**src/rtl/matrix_vector_multiply_defines.svh**
```systemverilog
// Assertion macros shared by the matrix-vector multiply RTL.
// Included by the top level; depends on nothing else.
`ifndef MATRIX_VECTOR_MULTIPLY_DEFINES_SVH
`define MATRIX_VECTOR_MULTIPLY_DEFINES_SVH

// The consequent must hold in the same cycle as the antecedent.
`define MVM_ASSERT_SAME(label, clk, rst_n, ante, cons, msg) \
  label: assert property (@(posedge clk) disable iff (!rst_n) (ante) |-> (cons)) \
    else $error(msg);

// The consequent must hold in the cycle after the antecedent.
`define MVM_ASSERT_NEXT(label, clk, rst_n, ante, cons, msg) \
  label: assert property (@(posedge clk) disable iff (!rst_n) (ante) |=> (cons)) \
    else $error(msg);

`endif

```
**src/rtl/mvm_pkg.sv**
```systemverilog
// Types and constants of the matrix-vector multiply block.
// Used by the channel interfaces and every module; depends on nothing.
package mvm_pkg;

  typedef logic        [9:0]  mvm_index_t;
  typedef logic signed [31:0] mvm_value_t;
  typedef logic signed [63:0] mvm_sum_t;
  typedef logic        [15:0] mvm_row_num_t;
  typedef logic        [10:0] mvm_cols_cfg_t;
  typedef logic        [16:0] mvm_rows_cfg_t;
  typedef logic        [31:0] mvm_cfg_data_t;

  typedef enum logic {
    REG_COLS_IN_USE = 1'b0,
    REG_ROWS_IN_USE = 1'b1
  } mvm_cfg_reg_e;

  localparam logic MODE_VECTOR = 1'b0;
  localparam logic MODE_MATRIX = 1'b1;

  localparam mvm_cols_cfg_t COLS_RESET = 11'd1024;
  localparam mvm_rows_cfg_t ROWS_RESET = 17'd65536;

  // Travels with each matrix item down the pipeline.
  typedef struct packed {
    logic         end_row;
    logic         last_row;
    mvm_row_num_t row_number;
  } mvm_tag_t;

endpackage

```
**src/rtl/mvm_if.sv**
```systemverilog


interface mvm_out_if;
  import mvm_pkg::*;
  logic         valid;
  logic         ready;
  mvm_row_num_t row_number;
  mvm_sum_t     row_sum;
  logic         last_row;
  modport source(output valid, row_number, row_sum, last_row, input ready);
  modport sink(input valid, row_number, row_sum, last_row, output ready);
endinterface


```
**src/rtl/mvm_mac.sv**
```systemverilog
// Multiply stage, saturating accumulator and output register.
// Depends on mvm_pkg and mvm_out_if.
module mvm_mac (
  input  logic                clk_i,
  input  logic                rst_ni,
  input  logic                step_i,
  input  mvm_pkg::mvm_value_t value_i,
  input  mvm_pkg::mvm_tag_t   tag_i,
  input  mvm_pkg::mvm_value_t vec_i,
  output logic                ready_o,
  mvm_out_if.source           out_o
);
  import mvm_pkg::*;

  function automatic mvm_sum_t sat_add(mvm_sum_t a, mvm_sum_t b);
    logic [64:0] s;
    s = {a[63], a} + {b[63], b};
    if (s[64] != s[63]) begin
      sat_add = s[64] ? {1'b1, 63'b0} : {1'b0, {63{1'b1}}};
    end else begin
      sat_add = s[63:0];
    end
  endfunction

  logic       s1_v_q, s2_v_q, out_v_q;
  mvm_tag_t   s1_tag_q, s2_tag_q;
  mvm_value_t s1_val_q;
  mvm_sum_t   prod_q;
  mvm_sum_t   sum_q, sum_sat;
  mvm_tag_t   out_tag_q;
  mvm_sum_t   out_sum_q;
  logic       out_free, s2_take, s2_ready, s1_ready;

  // An item that does not end a row accumulates even while a result waits.
  assign out_free = !out_v_q || out_o.ready;
  assign s2_take  = s2_v_q && (!s2_tag_q.end_row || out_free);
  assign s2_ready = !s2_v_q || s2_take;
  assign s1_ready = !s1_v_q || s2_ready;
  assign ready_o  = s1_ready;
  assign sum_sat  = sat_add(sum_q, prod_q);

  always_ff @(posedge clk_i or negedge rst_ni) begin
    if (!rst_ni) begin
      s1_v_q  <= 1'b0;
      s2_v_q  <= 1'b0;
      out_v_q <= 1'b0;
      sum_q   <= '0;
    end else begin
      if (s1_ready) begin
        s1_v_q <= step_i;
      end
      if (s2_ready) begin
        s2_v_q <= s1_v_q;
      end
      if (s2_take) begin
        sum_q <= s2_tag_q.end_row ? '0 : sum_sat;
      end
      if (s2_take && s2_tag_q.end_row) begin
        out_v_q <= 1'b1;
      end else if (out_o.ready) begin
        out_v_q <= 1'b0;
      end
    end
  end

  always_ff @(posedge clk_i) begin
    if (s1_ready && step_i) begin
      s1_tag_q <= tag_i;
      s1_val_q <= value_i;
    end
    if (s2_ready && s1_v_q) begin
      s2_tag_q <= s1_tag_q;
      prod_q   <= 64'(s1_val_q) * 64'(vec_i);
    end
    if (s2_take && s2_tag_q.end_row) begin
      out_tag_q <= s2_tag_q;
      out_sum_q <= sum_sat;
    end
  end

  assign out_o.valid      = out_v_q;
  assign out_o.row_number = out_tag_q.row_number;
  assign out_o.row_sum    = out_sum_q;
  assign out_o.last_row   = out_tag_q.last_row;

endmodule

```
**src/flat_wrapper.sv**
```systemverilog
// flat-port wrapper written by rule: the top's interface ports become plain ports
module mvm_mac_flat import mvm_pkg::*;
  (clk_i, rst_ni, step_i, value_i, tag_i, vec_i, ready_o, out_o_valid, out_o_row_number, out_o_row_sum, out_o_last_row, out_o_ready);
  mvm_out_if out_o_i ();
  input  logic clk_i;
  input  logic rst_ni;
  input  logic step_i;
  input  mvm_pkg::mvm_value_t value_i;
  input  mvm_pkg::mvm_tag_t tag_i;
  input  mvm_pkg::mvm_value_t vec_i;
  output logic ready_o;
  output wire logic [$bits(out_o_i.valid)-1:0] out_o_valid;
  output wire logic [$bits(out_o_i.row_number)-1:0] out_o_row_number;
  output wire logic [$bits(out_o_i.row_sum)-1:0] out_o_row_sum;
  output wire logic [$bits(out_o_i.last_row)-1:0] out_o_last_row;
  input wire logic [$bits(out_o_i.ready)-1:0] out_o_ready;
  assign out_o_valid = out_o_i.valid;
  assign out_o_row_number = out_o_i.row_number;
  assign out_o_row_sum = out_o_i.row_sum;
  assign out_o_last_row = out_o_i.last_row;
  assign out_o_i.ready = out_o_ready;
  mvm_mac u_core (.clk_i(clk_i), .rst_ni(rst_ni), .step_i(step_i), .value_i(value_i), .tag_i(tag_i), .vec_i(vec_i), .ready_o(ready_o), .out_o(out_o_i));
endmodule
```
**config.mk**
```make
export PLATFORM = sky130hd
export DESIGN_NAME = mvm_mac_flat
export DESIGN_NICKNAME = d
export VERILOG_FILES = /design/src/rtl/matrix_vector_multiply_defines.svh /design/src/rtl/mvm_pkg.sv /design/src/rtl/mvm_if.sv /design/src/rtl/mvm_mac.sv /design/src/flat_wrapper.sv
export SDC_FILE = /design/constraint.sdc
export NUM_CORES = 2
export LEC_CHECK = 0
export BUFFER_PORTS_ARGS = -buffer_cell sky130_fd_sc_hd__buf_4
export CORE_MARGIN = 3
export CORE_UTILIZATION = 35
export CTS_CLUSTER_SIZE = 30
export DETAILED_ROUTE_END_ITERATION = 16
export PLACE_DENSITY = 0.53
export SLEW_MARGIN = 15
export SYNTH_ARGS = -nofsm -noshare
export SYNTH_HDL_FRONTEND = slang
export SYNTH_SLANG_ARGS = --single-unit
```
**constraint.sdc**
```tcl
create_clock -name clk_i -period 8.1 [get_ports clk_i]
set_input_delay 2.025 -clock clk_i [delete_from_list [all_inputs] [get_ports clk_i]]
set_output_delay 2.025 -clock clk_i [all_outputs]
set_load 0.02 [all_outputs]
```
# Word-level counts from Yosys, hierarchy flattened
# Index checks and enable logic that the tools add are counted.
[classes]
magnitude_cmp = 0
shift = 0
reduce_logical = 13
n_addsub = 1
div = 0
bitwise_logic = 0
n_mul = 1
mux = 5
eq_ne = 1
[ops]
columns = ["operator", "count"]
rows = [
  ["64-bit two-way mux", 3],
  ["64-bit by 64-bit adder with 65-bit output", 1],
  ["32-bit by 32-bit multiplier with 64-bit output", 1],
  ["1-bit logical AND", 4],
  ["1-bit logical NOT", 4],
  ["1-bit logical OR", 4],
  ["1-bit two-way mux", 2],
  ["2-bit nonzero test", 1],
  ["1-bit inequality test", 1],
]
[word_totals]
latch_bits = 0
rom_bits = 0
memories = 0
inputBits = 86
elab_cells = 36
out_inout_bits = 83
mem_bits_rw = 0
regBits = 280

# Logic depth before layout (Yosys ltp)
[logic_depth]
depth_word = 7
mapped_depth = 31
depth_no_buf = 30

# Least setup slack after synthesis
# OpenSTA, ideal clock, no wires.
[synth_timing]
path_kind = "input to register"
from = "in vec_i[2]"
to = "reg u_core.prod_q[62], data pin"
required_ns = 7.842
slack_ns = -1.701
t_arrival_ns = 9.543
stages = 29
setup_ns = 0.258
path_cell_list = "clkbuf_1 nand2_1 inv_1 fa_1 inv_1 fa_1 inv_1 fa_1 inv_1 fa_1 inv_1 fa_1 inv_1 fa_1 fa_1 fa_1 inv_1 ha_1 a21o_1 a21o_1 a221oi_1 o211ai_1 a31oi_2 o21ai_2 o31ai_2 a21oi_1 or4_1 a31oi_1 xnor2_1"
[synth_between]
elab_chain_cells = 1
[synth_lines]
columns = ["element", "line_no", "source"]
rows = [
  ["start: declaration", "flat_wrapper.sv:10", "input mvm_pkg::mvm_value_t vec_i;"],
  ["32-bit by 32-bit multiplier with 64-bit output", "mvm_mac.sv:73", "prod_q <= 64'(s1_val_q) * 64'(vec_i);"],
  ["end signal: assignment", "mvm_mac.sv:73", ""],
  ["end: declaration", "mvm_mac.sv:28", "mvm_sum_t prod_q;"],
]
# Every way passes these cells.
# A chain may end at the register's enable or synchronous reset.

# Worst setup path in the final report
[layout_timing]
from = "in vec_i[19]"
to = "reg u_core.prod_q[62], data pin"
# The elaborated chain is that of the path after synthesis.

==> impl_metrics.ini <==
[status]
status = finished with violations
violations = negative setup slack

[worst_hold_path]
holdPathStages = 0
hp-class = reg2reg
worstHoldStart = u_core.s1_tag_q[12]
whs_endpoint = u_core.s2_tag_q[12]

[place]
io_buffers = 168
placed_cells = 7271
dpl_cell_area_um2 = 56800
globalplace.congestion = 0.887
dpl.hpwl_um = 118000

[finish]
syn_to_final_growth_pct = 21.2
drive_gt1_frac = 0.197
nets = 6928
fin_area_um2 = 60200
final_cells = 7420

[sta]
slew_headroom = 0.319
rsz0062_at_grt = yes
clock.fmax_mhz = 112
layout_min_cycle_time_ns = 8.93
setup_viol = 34
finalCritPeriodShare = 1.10
setup_tns_ns = -17.66
finClkSkew_ns = 0.0323
worst_pin_slew_ns = 1.02
final-hold-violation-count = 0
worst_slack_ns = -0.832
slew_violations = 0

[route]
remaining_drc_errors = 0
highest_layer = met5
wl_met1_um = 60500
routedWlPerCell_um = 19.0
drt_pass1_iterations = 5
met3_length_um = 7310
ant_nets = 0
wirelength_um = 141000
num_vias = 35700
via_per_inst = 4.81
wl_met2_um = 69400
drt_iter0_markers = 1760

[synth]
synth_flop_cell = edfxtp_1
synth-edff-count = 213
netlist-cell-type-count = 83
seq_area_frac_synth = 0.162
netlist_area_um2 = 49700
synthArstFlopShare = 0.239
synth-seq-cells = 280
mappedNetlistNets = 6426
syn_area_per_cell_um2 = 9.92
syn_inst = 5009
yosysWarningCount = 0

[clock_network]
clk-insertion-delay-late_ns = 0.61
cts_tree = yes
clock-sinks = 280
cts-htree-levels = 2
cts_root_buffer = clkbuf_16
cts_buffer_depth = 3
cts_made_buffers = 36
path_clk_slew_ns = 0.06

[critical_path]
r2r-start = u_core.s1_val_q[14]
critical_path.max_stage_delay_ns = 0.64
cp.arrival_ns = 9.26
crit_type = in2reg
reg2regPathDepth = 28
startpoint_type = input pin
cp_max_fo = 6
critPathMostFrequentCell = fa_1
cp.required_ns = 8.43
rrSetupSlack_ns = 0.04
crit_path_top_delay_cell = fa_2
r2r_end = u_core.prod_q[62]
end_kind = register

[die]
core_area_um2 = 140000
initial_core_util = 0.354
die_x_um = 383
row_count = 137
die_area_um2 = 147000
dieHeight_um = 383
io_pins = 169

[global_routing]
antenna_found_initial = 5
grt_pass1_wl_um = 226000
grt_pass1_vias = 39400
grt_start_max_net_pins = 69
grtUsageTotal = 0.197
globalRouteOverflowTotal = 0

[job]
cap_violations = 0
-- cell type report --
| class | count | area [um2] |
|---|---|---|
| diodes | 5 | 12.5 |
| clock buffers | 44 | 961 |
| clock inverters | 22 | 269 |
| fillers | 13600 | 80000 |
| inverters | 1037 | 3900 |
| multi-input cells | 3422 | 38000 |
| flip-flops and latches | 280 | 8070 |
| well taps | 1876 | 2350 |
| repair buffers | 734 | 6670 |
-- registers in the layout (all words and copies together), names as in the netlist, 16 cells and up --
name                     cells
u_core.out_o.row_number     16
u_core.out_o.row_sum        64
u_core.prod_q               64
u_core.s1_tag_q             18
u_core.s1_val_q             32
u_core.s2_tag_q             18
u_core.sum_q                64
-- worst max path at each step --
stage | cells past startpoint | to | startpoint | slack (ns)
floorplan | 29 | u_core.prod_q[62] | vec_i[2] | -1.31
global placement | 25 | u_core.prod_q[62] | vec_i[8] | -1.86
detailed placement | 25 | u_core.prod_q[62] | vec_i[8] | -1.93
CTS | 30 | u_core.prod_q[62] | vec_i[3] | -0.78
global route | 31 | u_core.prod_q[40] | vec_i[5] | -1.09
finish | 27 | u_core.prod_q[62] | vec_i[19] | -0.83
-- cells by family after synthesis --
group	Yosys count	share of synthesized area
flops	280	0.162
fa+ha+maj	1331	0.499
xor+xnor	125	0.0220
compound gates	512	0.0727
buf+inv	1307	0.101
simple gates	1449	0.142
mux	5	0.00113
-- metrics by stage --
step                      setup slack (ns)  hold WS, ns  utilization
after floorplan                      -1.31        0.400            -
after global placement               -1.86        0.401        0.405
after detailed placement             -1.93        0.405        0.405
after CTS                           -0.782        0.398        0.425
after global routing                 -1.09        0.419        0.429
final                               -0.832        0.415        0.429
-- critical path: cells and delay by family --
family | cells | cell delay [ns]
buf+inv | 6 | 0.57
compound gates | 9 | 1.72
xor+xnor | 1 | 0.09
fa+ha+maj | 9 | 4.25
simple gates | 2 | 0.59
-- metal layers --
layer  vias up  GRT usage
met4         2     0.0531
met1     18500      0.260
li1      16300          -
met2       729      0.334
met3       150     0.0356
met5         -          0
-- cell usage after synthesis, types with 67 or more instances --
| cell | n | share of area |
|---|---|---|
| fa_1 | 1083 | 0.44 |
| inv_1 | 1037 | 0.078 |
| nand2_1 | 690 | 0.052 |
| and2_1 | 504 | 0.063 |
| ha_1 | 248 | 0.062 |
| clkbuf_1 | 240 | 0.018 |
| edfxtp_1 | 213 | 0.13 |
| a21oi_1 | 132 | 0.013 |
| nor2_1 | 95 | 0.0072 |
| xnor2_1 | 78 | 0.014 |
| o21ai_0 | 75 | 0.0076 |
| a21o_1 | 68 | 0.010 |
| dfrtp_1 | 67 | 0.034 |
-- layout by cell type (no fill, tap or decap), types with 51 or more instances in the layout --
cell / Yosys / routed
buf_4: 0 / 608
and2_1: 504 / 477
xnor2_1: 78 / 72
inv_1: 1037 / 994
o21ai_0: 75 / 63
nor2_1: 95 / 86
dfrtp_1: 67 / 67
ha_1: 248 / 222
a21oi_1: 132 / 105
a221o_1: 57 / 57
nand2_1: 690 / 678
buf_6: 10 / 51
a21o_1: 68 / 68
fa_1: 1083 / 1036
buf_12: 0 / 60
edfxtp_1: 213 / 213
-- what timing repair did --
item,4_1_cts,5_1_grt
gates resized for setup,248,88
pin swaps,120,66
cloned,4,2
buffers inserted,54,22
setup endpoints to repair,36,40
hold buffers,0,0
Power is left out: the tool's default activity adds up to more than one toggle a clock period on the data nets, which glitch-free logic cannot reach.
