<file path="config.mk">
export PLATFORM = sky130hd
export DESIGN_NAME = mvm_seq_flat
export DESIGN_NICKNAME = d
export VERILOG_FILES = /design/src/rtl/matrix_vector_multiply_defines.svh /design/src/rtl/mvm_pkg.sv /design/src/rtl/mvm_if.sv /design/src/rtl/mvm_seq.sv /design/src/flat_wrapper.sv
export SDC_FILE = /design/constraint.sdc
export NUM_CORES = 1
export LEC_CHECK = 0
export ABC_AREA = 1
export BUFFER_PORTS_ARGS = -buffer_cell sky130_fd_sc_hd__buf_2
export CORE_ASPECT_RATIO = 1.2
export CORE_MARGIN = 10
export CORE_UTILIZATION = 40
export CTS_CLUSTER_DIAMETER = 80
export DETAILED_ROUTE_END_ITERATION = 7
export GPL_TIMING_DRIVEN = 1
export PLACE_DENSITY_LB_ADDON = 0.05
export SKIP_LAST_GASP = 1
export SLEW_MARGIN = 20
export SYNTH_ARGS = -nofsm -noshare
export SYNTH_HDL_FRONTEND = slang
export SYNTH_SLANG_ARGS = --single-unit
</file>
<file path="constraint.sdc">
create_clock -name clk_i -period 2.8 [get_ports clk_i]
set_input_delay 0.42 -clock clk_i [delete_from_list [all_inputs] [get_ports clk_i]]
set_output_delay 0.42 -clock clk_i [all_outputs]
set_load 0.01 [all_outputs]
</file>
<file path="src/rtl/matrix_vector_multiply_defines.svh">
// Assertion macros shared by the matrix-vector multiply RTL.
// Included by the top level; depends on nothing else.
`ifndef MATRIX_VECTOR_MULTIPLY_DEFINES_SVH
`define MATRIX_VECTOR_MULTIPLY_DEFINES_SVH

// The consequent must hold in the same cycle as the antecedent.
`define MVM_ASSERT_SAME(label, clk, rst_n, ante, cons, msg) \
  label: assert property (@(posedge clk) disable iff (!rst_n) (ante) |-> (cons)) \
    else $error(msg);

// The consequent must hold in the cycle after the antecedent.
`define MVM_ASSERT_NEXT(label, clk, rst_n, ante, cons, msg) \
  label: assert property (@(posedge clk) disable iff (!rst_n) (ante) |=> (cons)) \
    else $error(msg);

`endif

</file>
<file path="src/rtl/mvm_pkg.sv">
// Types and constants of the matrix-vector multiply block.
// Used by the channel interfaces and every module; depends on nothing.
package mvm_pkg;

  typedef logic        [9:0]  mvm_index_t;
  typedef logic signed [31:0] mvm_value_t;
  typedef logic signed [63:0] mvm_sum_t;
  typedef logic        [15:0] mvm_row_num_t;
  typedef logic        [10:0] mvm_cols_cfg_t;
  typedef logic        [16:0] mvm_rows_cfg_t;
  typedef logic        [31:0] mvm_cfg_data_t;

  typedef enum logic {
    REG_COLS_IN_USE = 1'b0,
    REG_ROWS_IN_USE = 1'b1
  } mvm_cfg_reg_e;

  localparam logic MODE_VECTOR = 1'b0;
  localparam logic MODE_MATRIX = 1'b1;

  localparam mvm_cols_cfg_t COLS_RESET = 11'd1024;
  localparam mvm_rows_cfg_t ROWS_RESET = 17'd65536;

  // Travels with each matrix item down the pipeline.
  typedef struct packed {
    logic         end_row;
    logic         last_row;
    mvm_row_num_t row_number;
  } mvm_tag_t;

endpackage

</file>
<file path="src/rtl/mvm_if.sv">


interface mvm_cfg_if;
  import mvm_pkg::*;
  logic          valid;
  logic          ready;
  mvm_cfg_reg_e  index;
  mvm_cfg_data_t data;
  modport source(output valid, index, data, input ready);
  modport sink(input valid, index, data, output ready);
endinterface

</file>
<file path="src/rtl/mvm_seq.sv">
// Configuration registers and column/row position counters.
// Depends on mvm_pkg and mvm_cfg_if.
module mvm_seq #(
  parameter  int MAX_COLS = 1024,
  parameter  int MAX_ROWS = 65536,
  localparam int CPW      = $clog2(MAX_COLS)
) (
  input  logic              clk_i,
  input  logic              rst_ni,
  mvm_cfg_if.sink           cfg_i,
  input  logic              step_i,
  output logic [CPW-1:0]    col_pos_o,
  output mvm_pkg::mvm_tag_t tag_o
);
  import mvm_pkg::*;

  localparam int RPW = $clog2(MAX_ROWS);
  localparam int CCW = ($clog2(MAX_COLS + 1) > 11) ? $clog2(MAX_COLS + 1) : 11;
  localparam int RCW = ($clog2(MAX_ROWS + 1) > 17) ? $clog2(MAX_ROWS + 1) : 17;

  mvm_cols_cfg_t  cols_q;
  mvm_rows_cfg_t  rows_q;
  logic [CPW-1:0] col_pos_q, col_pos_d;
  logic [RPW-1:0] row_pos_q, row_pos_d;
  logic [CCW-1:0] cols_eff;
  logic [RCW-1:0] rows_eff;
  logic [RPW+15:0] row_ext;
  logic           end_row;
  logic           last_row;

  assign cfg_i.ready = 1'b1;

  always_ff @(posedge clk_i or negedge rst_ni) begin
    if (!rst_ni) begin
      cols_q <= COLS_RESET;
      rows_q <= ROWS_RESET;
    end else if (cfg_i.valid) begin
      case (cfg_i.index)
        REG_COLS_IN_USE: cols_q <= cfg_i.data[10:0];
        REG_ROWS_IN_USE: rows_q <= cfg_i.data[16:0];
        default: ;
      endcase
    end
  end

  // Counts of zero act as one; counts above the maximum act as the maximum.
  always_comb begin
    if (cols_q == '0) begin
      cols_eff = CCW'(1);
    end else if (CCW'(cols_q) > CCW'(MAX_COLS)) begin
      cols_eff = CCW'(MAX_COLS);
    end else begin
      cols_eff = CCW'(cols_q);
    end
    if (rows_q == '0) begin
      rows_eff = RCW'(1);
    end else if (RCW'(rows_q) > RCW'(MAX_ROWS)) begin
      rows_eff = RCW'(MAX_ROWS);
    end else begin
      rows_eff = RCW'(rows_q);
    end
  end

  // A lowered count ends the row or matrix as soon as the position passes it.
  assign end_row  = (CCW'(col_pos_q) + CCW'(1)) >= cols_eff;
  assign last_row = (RCW'(row_pos_q) + RCW'(1)) >= rows_eff;
  assign row_ext  = {16'b0, row_pos_q};

  always_comb begin
    col_pos_d = col_pos_q;
    row_pos_d = row_pos_q;
    if (step_i) begin
      if (end_row) begin
        col_pos_d = '0;
        row_pos_d = last_row ? '0 : row_pos_q + RPW'(1);
      end else begin
        col_pos_d = col_pos_q + CPW'(1);
      end
    end
  end

  always_ff @(posedge clk_i or negedge rst_ni) begin
    if (!rst_ni) begin
      col_pos_q <= '0;
      row_pos_q <= '0;
    end else begin
      col_pos_q <= col_pos_d;
      row_pos_q <= row_pos_d;
    end
  end

  assign col_pos_o        = col_pos_q;
  assign tag_o.end_row    = end_row;
  assign tag_o.last_row   = last_row;
  assign tag_o.row_number = row_ext[15:0];

endmodule

</file>
<file path="src/flat_wrapper.sv">
// flat-port wrapper written by rule: the top's interface ports become plain ports
module mvm_seq_flat import mvm_pkg::*;
#(
  parameter  int MAX_COLS = 1024,
  parameter  int MAX_ROWS = 65536,
  localparam int CPW      = $clog2(MAX_COLS)
)
  (clk_i, rst_ni, step_i, col_pos_o, tag_o, cfg_i_valid, cfg_i_index, cfg_i_data, cfg_i_ready);
  mvm_cfg_if cfg_i_i ();
  input  logic clk_i;
  input  logic rst_ni;
  input  logic step_i;
  output logic [CPW-1:0] col_pos_o;
  output mvm_pkg::mvm_tag_t tag_o;
  input wire logic [$bits(cfg_i_i.valid)-1:0] cfg_i_valid;
  input wire logic [$bits(cfg_i_i.index)-1:0] cfg_i_index;
  input wire logic [$bits(cfg_i_i.data)-1:0] cfg_i_data;
  output wire logic [$bits(cfg_i_i.ready)-1:0] cfg_i_ready;
  assign cfg_i_i.valid = cfg_i_valid;
  assign cfg_i_i.index = cfg_i_index;
  assign cfg_i_i.data = cfg_i_data;
  assign cfg_i_ready = cfg_i_i.ready;
  mvm_seq #(.MAX_COLS(MAX_COLS), .MAX_ROWS(MAX_ROWS)) u_core (.clk_i(clk_i), .rst_ni(rst_ni), .cfg_i(cfg_i_i), .step_i(step_i), .col_pos_o(col_pos_o), .tag_o(tag_o));
endmodule
</file>
# ---- Word level (Yosys, flattened, before mapping)
# Index checks and enable logic that the tools add are counted.
dict set report word_totals {
  reg_bits 54
}
dict set report op_classes {
  n_lt_le_gt_ge 4
  muxes 6
  bitwise_logic 1
  addsub 4
  reduce_logical 5
}
# cell n
set op_table {}
lappend op_table {{17-bit 2-to-1 mux} 2}
lappend op_table {{11-bit 2-to-1 mux} 2}
lappend op_table {{16-bit by 1-bit adder with 17-bit output, second input constant} 1}
lappend op_table {{17-bit >= comparator} 1}
lappend op_table {{17-bit > comparator, second input constant} 1}
lappend op_table {{17-bit logical NOT} 1}
lappend op_table {{16-bit by 1-bit adder with 16-bit output, second input constant} 1}
lappend op_table {{16-bit 2-to-1 mux} 1}
lappend op_table {{10-bit by 1-bit adder with 11-bit output, second input constant} 1}
lappend op_table {{11-bit >= comparator} 1}
lappend op_table {{11-bit > comparator, second input constant} 1}
lappend op_table {{11-bit logical NOT} 1}
lappend op_table {{10-bit by 1-bit adder with 10-bit output, second input constant} 1}
lappend op_table {{10-bit 2-to-1 mux} 1}
lappend op_table {{2-bit AND reduction} 3}
lappend op_table {{1-bit NOT} 1}

# ---- Longest topological paths before layout
dict set report logic_depth {
  depth_word 5
  mapped_depth 20
  ltp_nobuf 19
}

# ---- Worst setup path after synthesis
# No wires, ideal clock.
dict set report synth_path {
  path_type {register -> output}
  startpoint {register u_core.row_pos_q[0]}
  endpoint {output port tag_o[16] (netlist name)}
  t_required_ns 2.380
  path_stages_with_launch 18
  path_buffers 2
  t_arrival_ns 2.476
  slack_ns -0.096
  path_cell_list {dfrtp_1 ha_1 nand2_1 nor2_2 nand2_1 nor2_1 xor2_1 ha_1 nand2_1 nor2_1 nand2_1 nor2_1 nor2_1 nand2_1 nor2_2 buf_6 inv_1 buf_4}
}
dict set report synth_via {
  elab_chain_cells 2
}
# element line_no
set synth_lines {}
lappend synth_lines {{start: declaration} mvm_seq.sv:24} ;# logic [RPW-1:0] row_pos_q, row_pos_d;
lappend synth_lines {{start signal: assignment} mvm_seq.sv:88} ;# row_pos_q <= row_pos_d;
lappend synth_lines {{16-bit by 1-bit adder with 17-bit output} mvm_seq.sv:66} ;# assign last_row = (RCW'(row_pos_q) + RCW'(1)) >= rows_eff;
lappend synth_lines {{17-bit >= comparator} mvm_seq.sv:66}
lappend synth_lines {{end: declaration} flat_wrapper.sv:14} ;# output mvm_pkg::mvm_tag_t tag_o;
# No other way between the ends.

==> summary.md <==
The synthesized design contains 0 enable-type register cells. The most used flip-flop cell after synthesis is sky130_fd_sc_hd__dfrtp_1. STA classifies the critical path endpoint as an output pin. TritonCTS built the clock tree. The logs give 3,322 for the via total after detailed routing and 0.33 ns for the clock latency on the worst-skew pair. The post-synthesis to final-layout area growth is 39.24%. The tools report the met1 global-route usage as 0.1666. In the final timing run, aggregate negative setup slack is -1.076 ns. The least setup slack across all paths after layout was -0.2116 ns; the met2 demand-to-capacity share in global routing was 0.2635. Summed over all instances, the cell type with the most area after synthesis is sky130_fd_sc_hd__dfrtp_1. In this run the remaining antenna-violating nets after routing total 0. The clock input transition at the sequential cells of the worst setup and hold paths works out to 0.11 ns. The share of Yosys cell area claimed by the top area cell type was 0.3609.

The number of antenna violations at the first check in global routing is 0, and the number of max-cap violations is 0. Data arrives at the worst endpoint at 2.59 ns. The flow ran to the end, but the final reports show violations. The logs give 0.3320 GHz for the fmax and 9708 um for the overall routed net length. Of all nets on the critical path, the largest fanout is 2. For the number of global-route vias before repair, the log shows 3,246.

On the final layout, the worst clock skew is 0.007269 ns. The ratio of total power to cell area was 632.6 mW/mm^2. Critical path startpoint: u_core.cols_q[0]$_DFFE_PN0P_. The post-synthesis average cell area works out to 7.560 sq um. CTS built an H-tree with a depth of 2. The flip-flop and latch count after synthesis was 54; the post-detailed-route via-to-cell ratio was 4.801. The first detailed-routing pass ran for 4 iterations. For this design the static power due to leakage is 0.002562 uW. In this run the critical register-to-register path is launched from u_core.cols_q[0]$_DFFE_PN0P_.

The worst hold path belongs to the class in -> async. The tools report the top-level I/O count as 66. Entering global routing, the biggest net connects 30 pins. The critical path class was reg -> out. Core utilization of the finished layout: 0.5769.

The post-synthesis async set-or-reset flop share is 1.000. The met3 usage in global routing came out at 0.02481. The worst setup path is launched from a register. The layer flagged by global routing as most heavily used is met2. The library cell used most frequently in the layout, excluding fill and tap cells, is sky130_fd_sc_hd__nand2_1. The portion of the post-synthesis area used by sequential elements came out at 0.3754. The cell area that synthesis handed to floorplanning was 0.003606 sq mm. For this design, the CTS-stage hold fixing added 0 buffers.

Final critical-path share of the clock period: 1.076. The total global routing track utilization is 0.1425, and the placeable core region is 0.008703 sq mm. The wire length of the first global-routing pass was 15,370 um; the max-slew headroom at the worst pin was 0.5491. The die is 124.0 um tall.

The tools report the count of different cell masters after synthesis as 35. Transition time at the pin with the least slew margin: 0.6763 ns. The row count came out at 37. For the post-detailed-route DRC marker count, the log shows 0. The tools report the final estimated routing congestion in global placement as 0.8954. The fraction of layout instances using a drive strength above 1 was 0.4070; the detailed placer's ending HPWL was 7078 um. The die covers 0.01323 sq mm. During synthesis, Yosys emitted a total of 0 warnings.

Across the VDD grid, the largest voltage drop is 0.3125 mV. After the first detailed-routing iteration, the DRC count stood at 115. The logs give 0 for the number of hold violations in the final report and 0 for the number of diodes added for antenna fixing.

For the number of nets produced by synthesis, the log shows 544. Yosys attributes the largest share of cell area to sky130_fd_sc_hd__dfrtp_1, sky130_fd_sc_hd__nand2_1, sky130_fd_sc_hd__ha_1. The time the worst path needs with I/O delays and setup was 3.012 ns. The logs give 2.38 ns for the data required time at the worst endpoint and 18 for the final number of setup-violating endpoints. For this run, the post-layout net count is 641. The number of slew-limit violations in the final report was 0; the number of sinks handled by clock tree synthesis was 54. Setup repair after global routing could not meet its margin everywhere. After technology mapping, the gate count stands at 477. Clock root buffer: sky130_fd_sc_hd__clkbuf_8. The run gives 2 as the number of buffers between clock root and the deepest sink. Leaving out fill and tap cells, the most frequent cells in the layout are sky130_fd_sc_hd__nand2_1, sky130_fd_sc_hd__inv_1, sky130_fd_sc_hd__buf_2, sky130_fd_sc_hd__dfrtp_1, sky130_fd_sc_hd__buf_4. The final reports fail on setup timing. The total congestion overflow was 0.

For the starting utilization of the core area, the log shows 0.4143. Port buffering added 49 buffers. In the final routed layout, each cell accounts on average for 14.03 um. The horizontal extent of the die works out to 106.7 um. Clock tree synthesis inserted a total of 5 buffers.
[timing repair]
| action | in CTS | in global routing |
|---|---|---|
| pin swaps | 29 | 39 |
| endpoints found under the setup margin | 2 | 26 |
| setup buffers | 10 | 9 |
| cloned | 1 | 1 |
| gates resized for setup | 42 | 85 |
[kinds of logic (layout without fill, tap and decap cells)]
logic type	count (synthesis)	count (layout)	share of synthesized area
flip-flops	54	54	0.3754
XOR/XNOR	13	13	0.03158
multiplexers	5	5	0.01561
adder cells (fa/ha/maj)	30	30	0.1041
AND/OR/NAND/NOR	258	259	0.3185
other	1	1	0.001040
buffers and inverters	71	168	0.08744
AO/OA/AOI/OAI	45	45	0.06628
[synthesized netlist by cell type, types with 2 or more instances]
cell type	count
sky130_fd_sc_hd__a21oi_1	10
sky130_fd_sc_hd__buf_4	3
sky130_fd_sc_hd__buf_6	2
sky130_fd_sc_hd__clkbuf_1	6
sky130_fd_sc_hd__dfrtp_1	52
sky130_fd_sc_hd__dfstp_2	2
sky130_fd_sc_hd__ha_1	30
sky130_fd_sc_hd__inv_1	57
sky130_fd_sc_hd__mux2_2	5
sky130_fd_sc_hd__nand2_1	147
sky130_fd_sc_hd__nand2_2	15
sky130_fd_sc_hd__nand3_1	35
sky130_fd_sc_hd__nand3_2	2
sky130_fd_sc_hd__nand4_1	3
sky130_fd_sc_hd__nor2_1	35
sky130_fd_sc_hd__nor2_2	3
sky130_fd_sc_hd__nor2_4	3
sky130_fd_sc_hd__nor3_1	4
sky130_fd_sc_hd__nor4_1	6
sky130_fd_sc_hd__o21ai_0	29
sky130_fd_sc_hd__o22ai_1	3
sky130_fd_sc_hd__xnor2_1	2
sky130_fd_sc_hd__xor2_1	11
[worst paths after layout]
check                                             endpoint  slack (ns)  cells after the start
max in group asynchronous    u_core.rows_q[16]$_DFFE_PN1P_        1.95                      2
setup / recovery                                 tag_o[17]       -0.21                     16
hold reg to reg              u_core.rows_q[16]$_DFFE_PN1P_        0.53                      2
hold / removal             u_core.col_pos_o[5]$_DFFE_PN0P_        0.12                      1
min in group clk_i           u_core.rows_q[13]$_DFFE_PN0P_        0.31                      2
setup reg to reg           u_core.row_pos_q[6]$_DFFE_PN0P_       -0.07                     17
[registers in the layout, summed over array words and instances (netlist names)]
signal / count
u_core.cols_q: 11
u_core.col_pos_o: 10
u_core.rows_q: 17
u_core.row_pos_q: 16
[stage by stage]
stage / area (sq um) / worst slack, ns / hold WS [ns] / cells / power (uW)
after floorplan: 3612 / 0.01244 / 0.1244 / 477 / 1838
after detailed placement: 4172 / -0.05249 / 0.4981 / 663 / 2227
final: 5021 / -0.2116 / 0.1190 / 692 / 3176
after CTS: 4547 / -0.2764 / 0.1365 / 682 / 2873
after global placement: 4172 / -0.02414 / 0.4918 / 663 / 2211
after global routing: 5021 / -0.3947 / 0.1495 / 692 / 3438
[per-layer routing]
metal	part of all wire	vias to the layer above	wire, um
li1	-	1713	-
met1	0.42	1546	4073
met2	0.54	57	5233
met3	0.033	6	316
met4	0.0088	0	85
met5	0	-	0
[cell type report]
cell class                      instances  area [sq um]
Clock inverter                          3         26.28
Sequential cell                        54          1361
Clock buffer                            5         68.82
Multi-Input combinational cell        353          2499
Tap cell                              117         146.4
Fill cell                             835          3682
Timing Repair Buffer                  102         694.4
Inverter                               58         225.2
[critical path: stages (launching register included)]
cell,delay (ns)
sky130_fd_sc_hd__dfrtp_1,0.40
sky130_fd_sc_hd__or2_4,0.26
sky130_fd_sc_hd__nor4_4,0.26
sky130_fd_sc_hd__buf_4,0.16
sky130_fd_sc_hd__buf_4,0.09
sky130_fd_sc_hd__buf_4,0.09
sky130_fd_sc_hd__buf_4,0.09
sky130_fd_sc_hd__nand3_1,0.05
sky130_fd_sc_hd__nand2_1,0.06
sky130_fd_sc_hd__nand2_1,0.05
sky130_fd_sc_hd__inv_2,0.05
sky130_fd_sc_hd__ha_1,0.23
sky130_fd_sc_hd__nand3_2,0.08
sky130_fd_sc_hd__o21ai_2,0.07
sky130_fd_sc_hd__nor2_4,0.16
sky130_fd_sc_hd__inv_2,0.05
sky130_fd_sc_hd__buf_6,0.11
[power breakdown]
part	switching, uW	leakage [uW]	internal [uW]
sequential	144	0.000684	904
clock	303	0.0000491	185
combinational	902	0.00183	738
total	1350	0.00256	1830
Note: power is estimated with default switching activity, not from simulation.
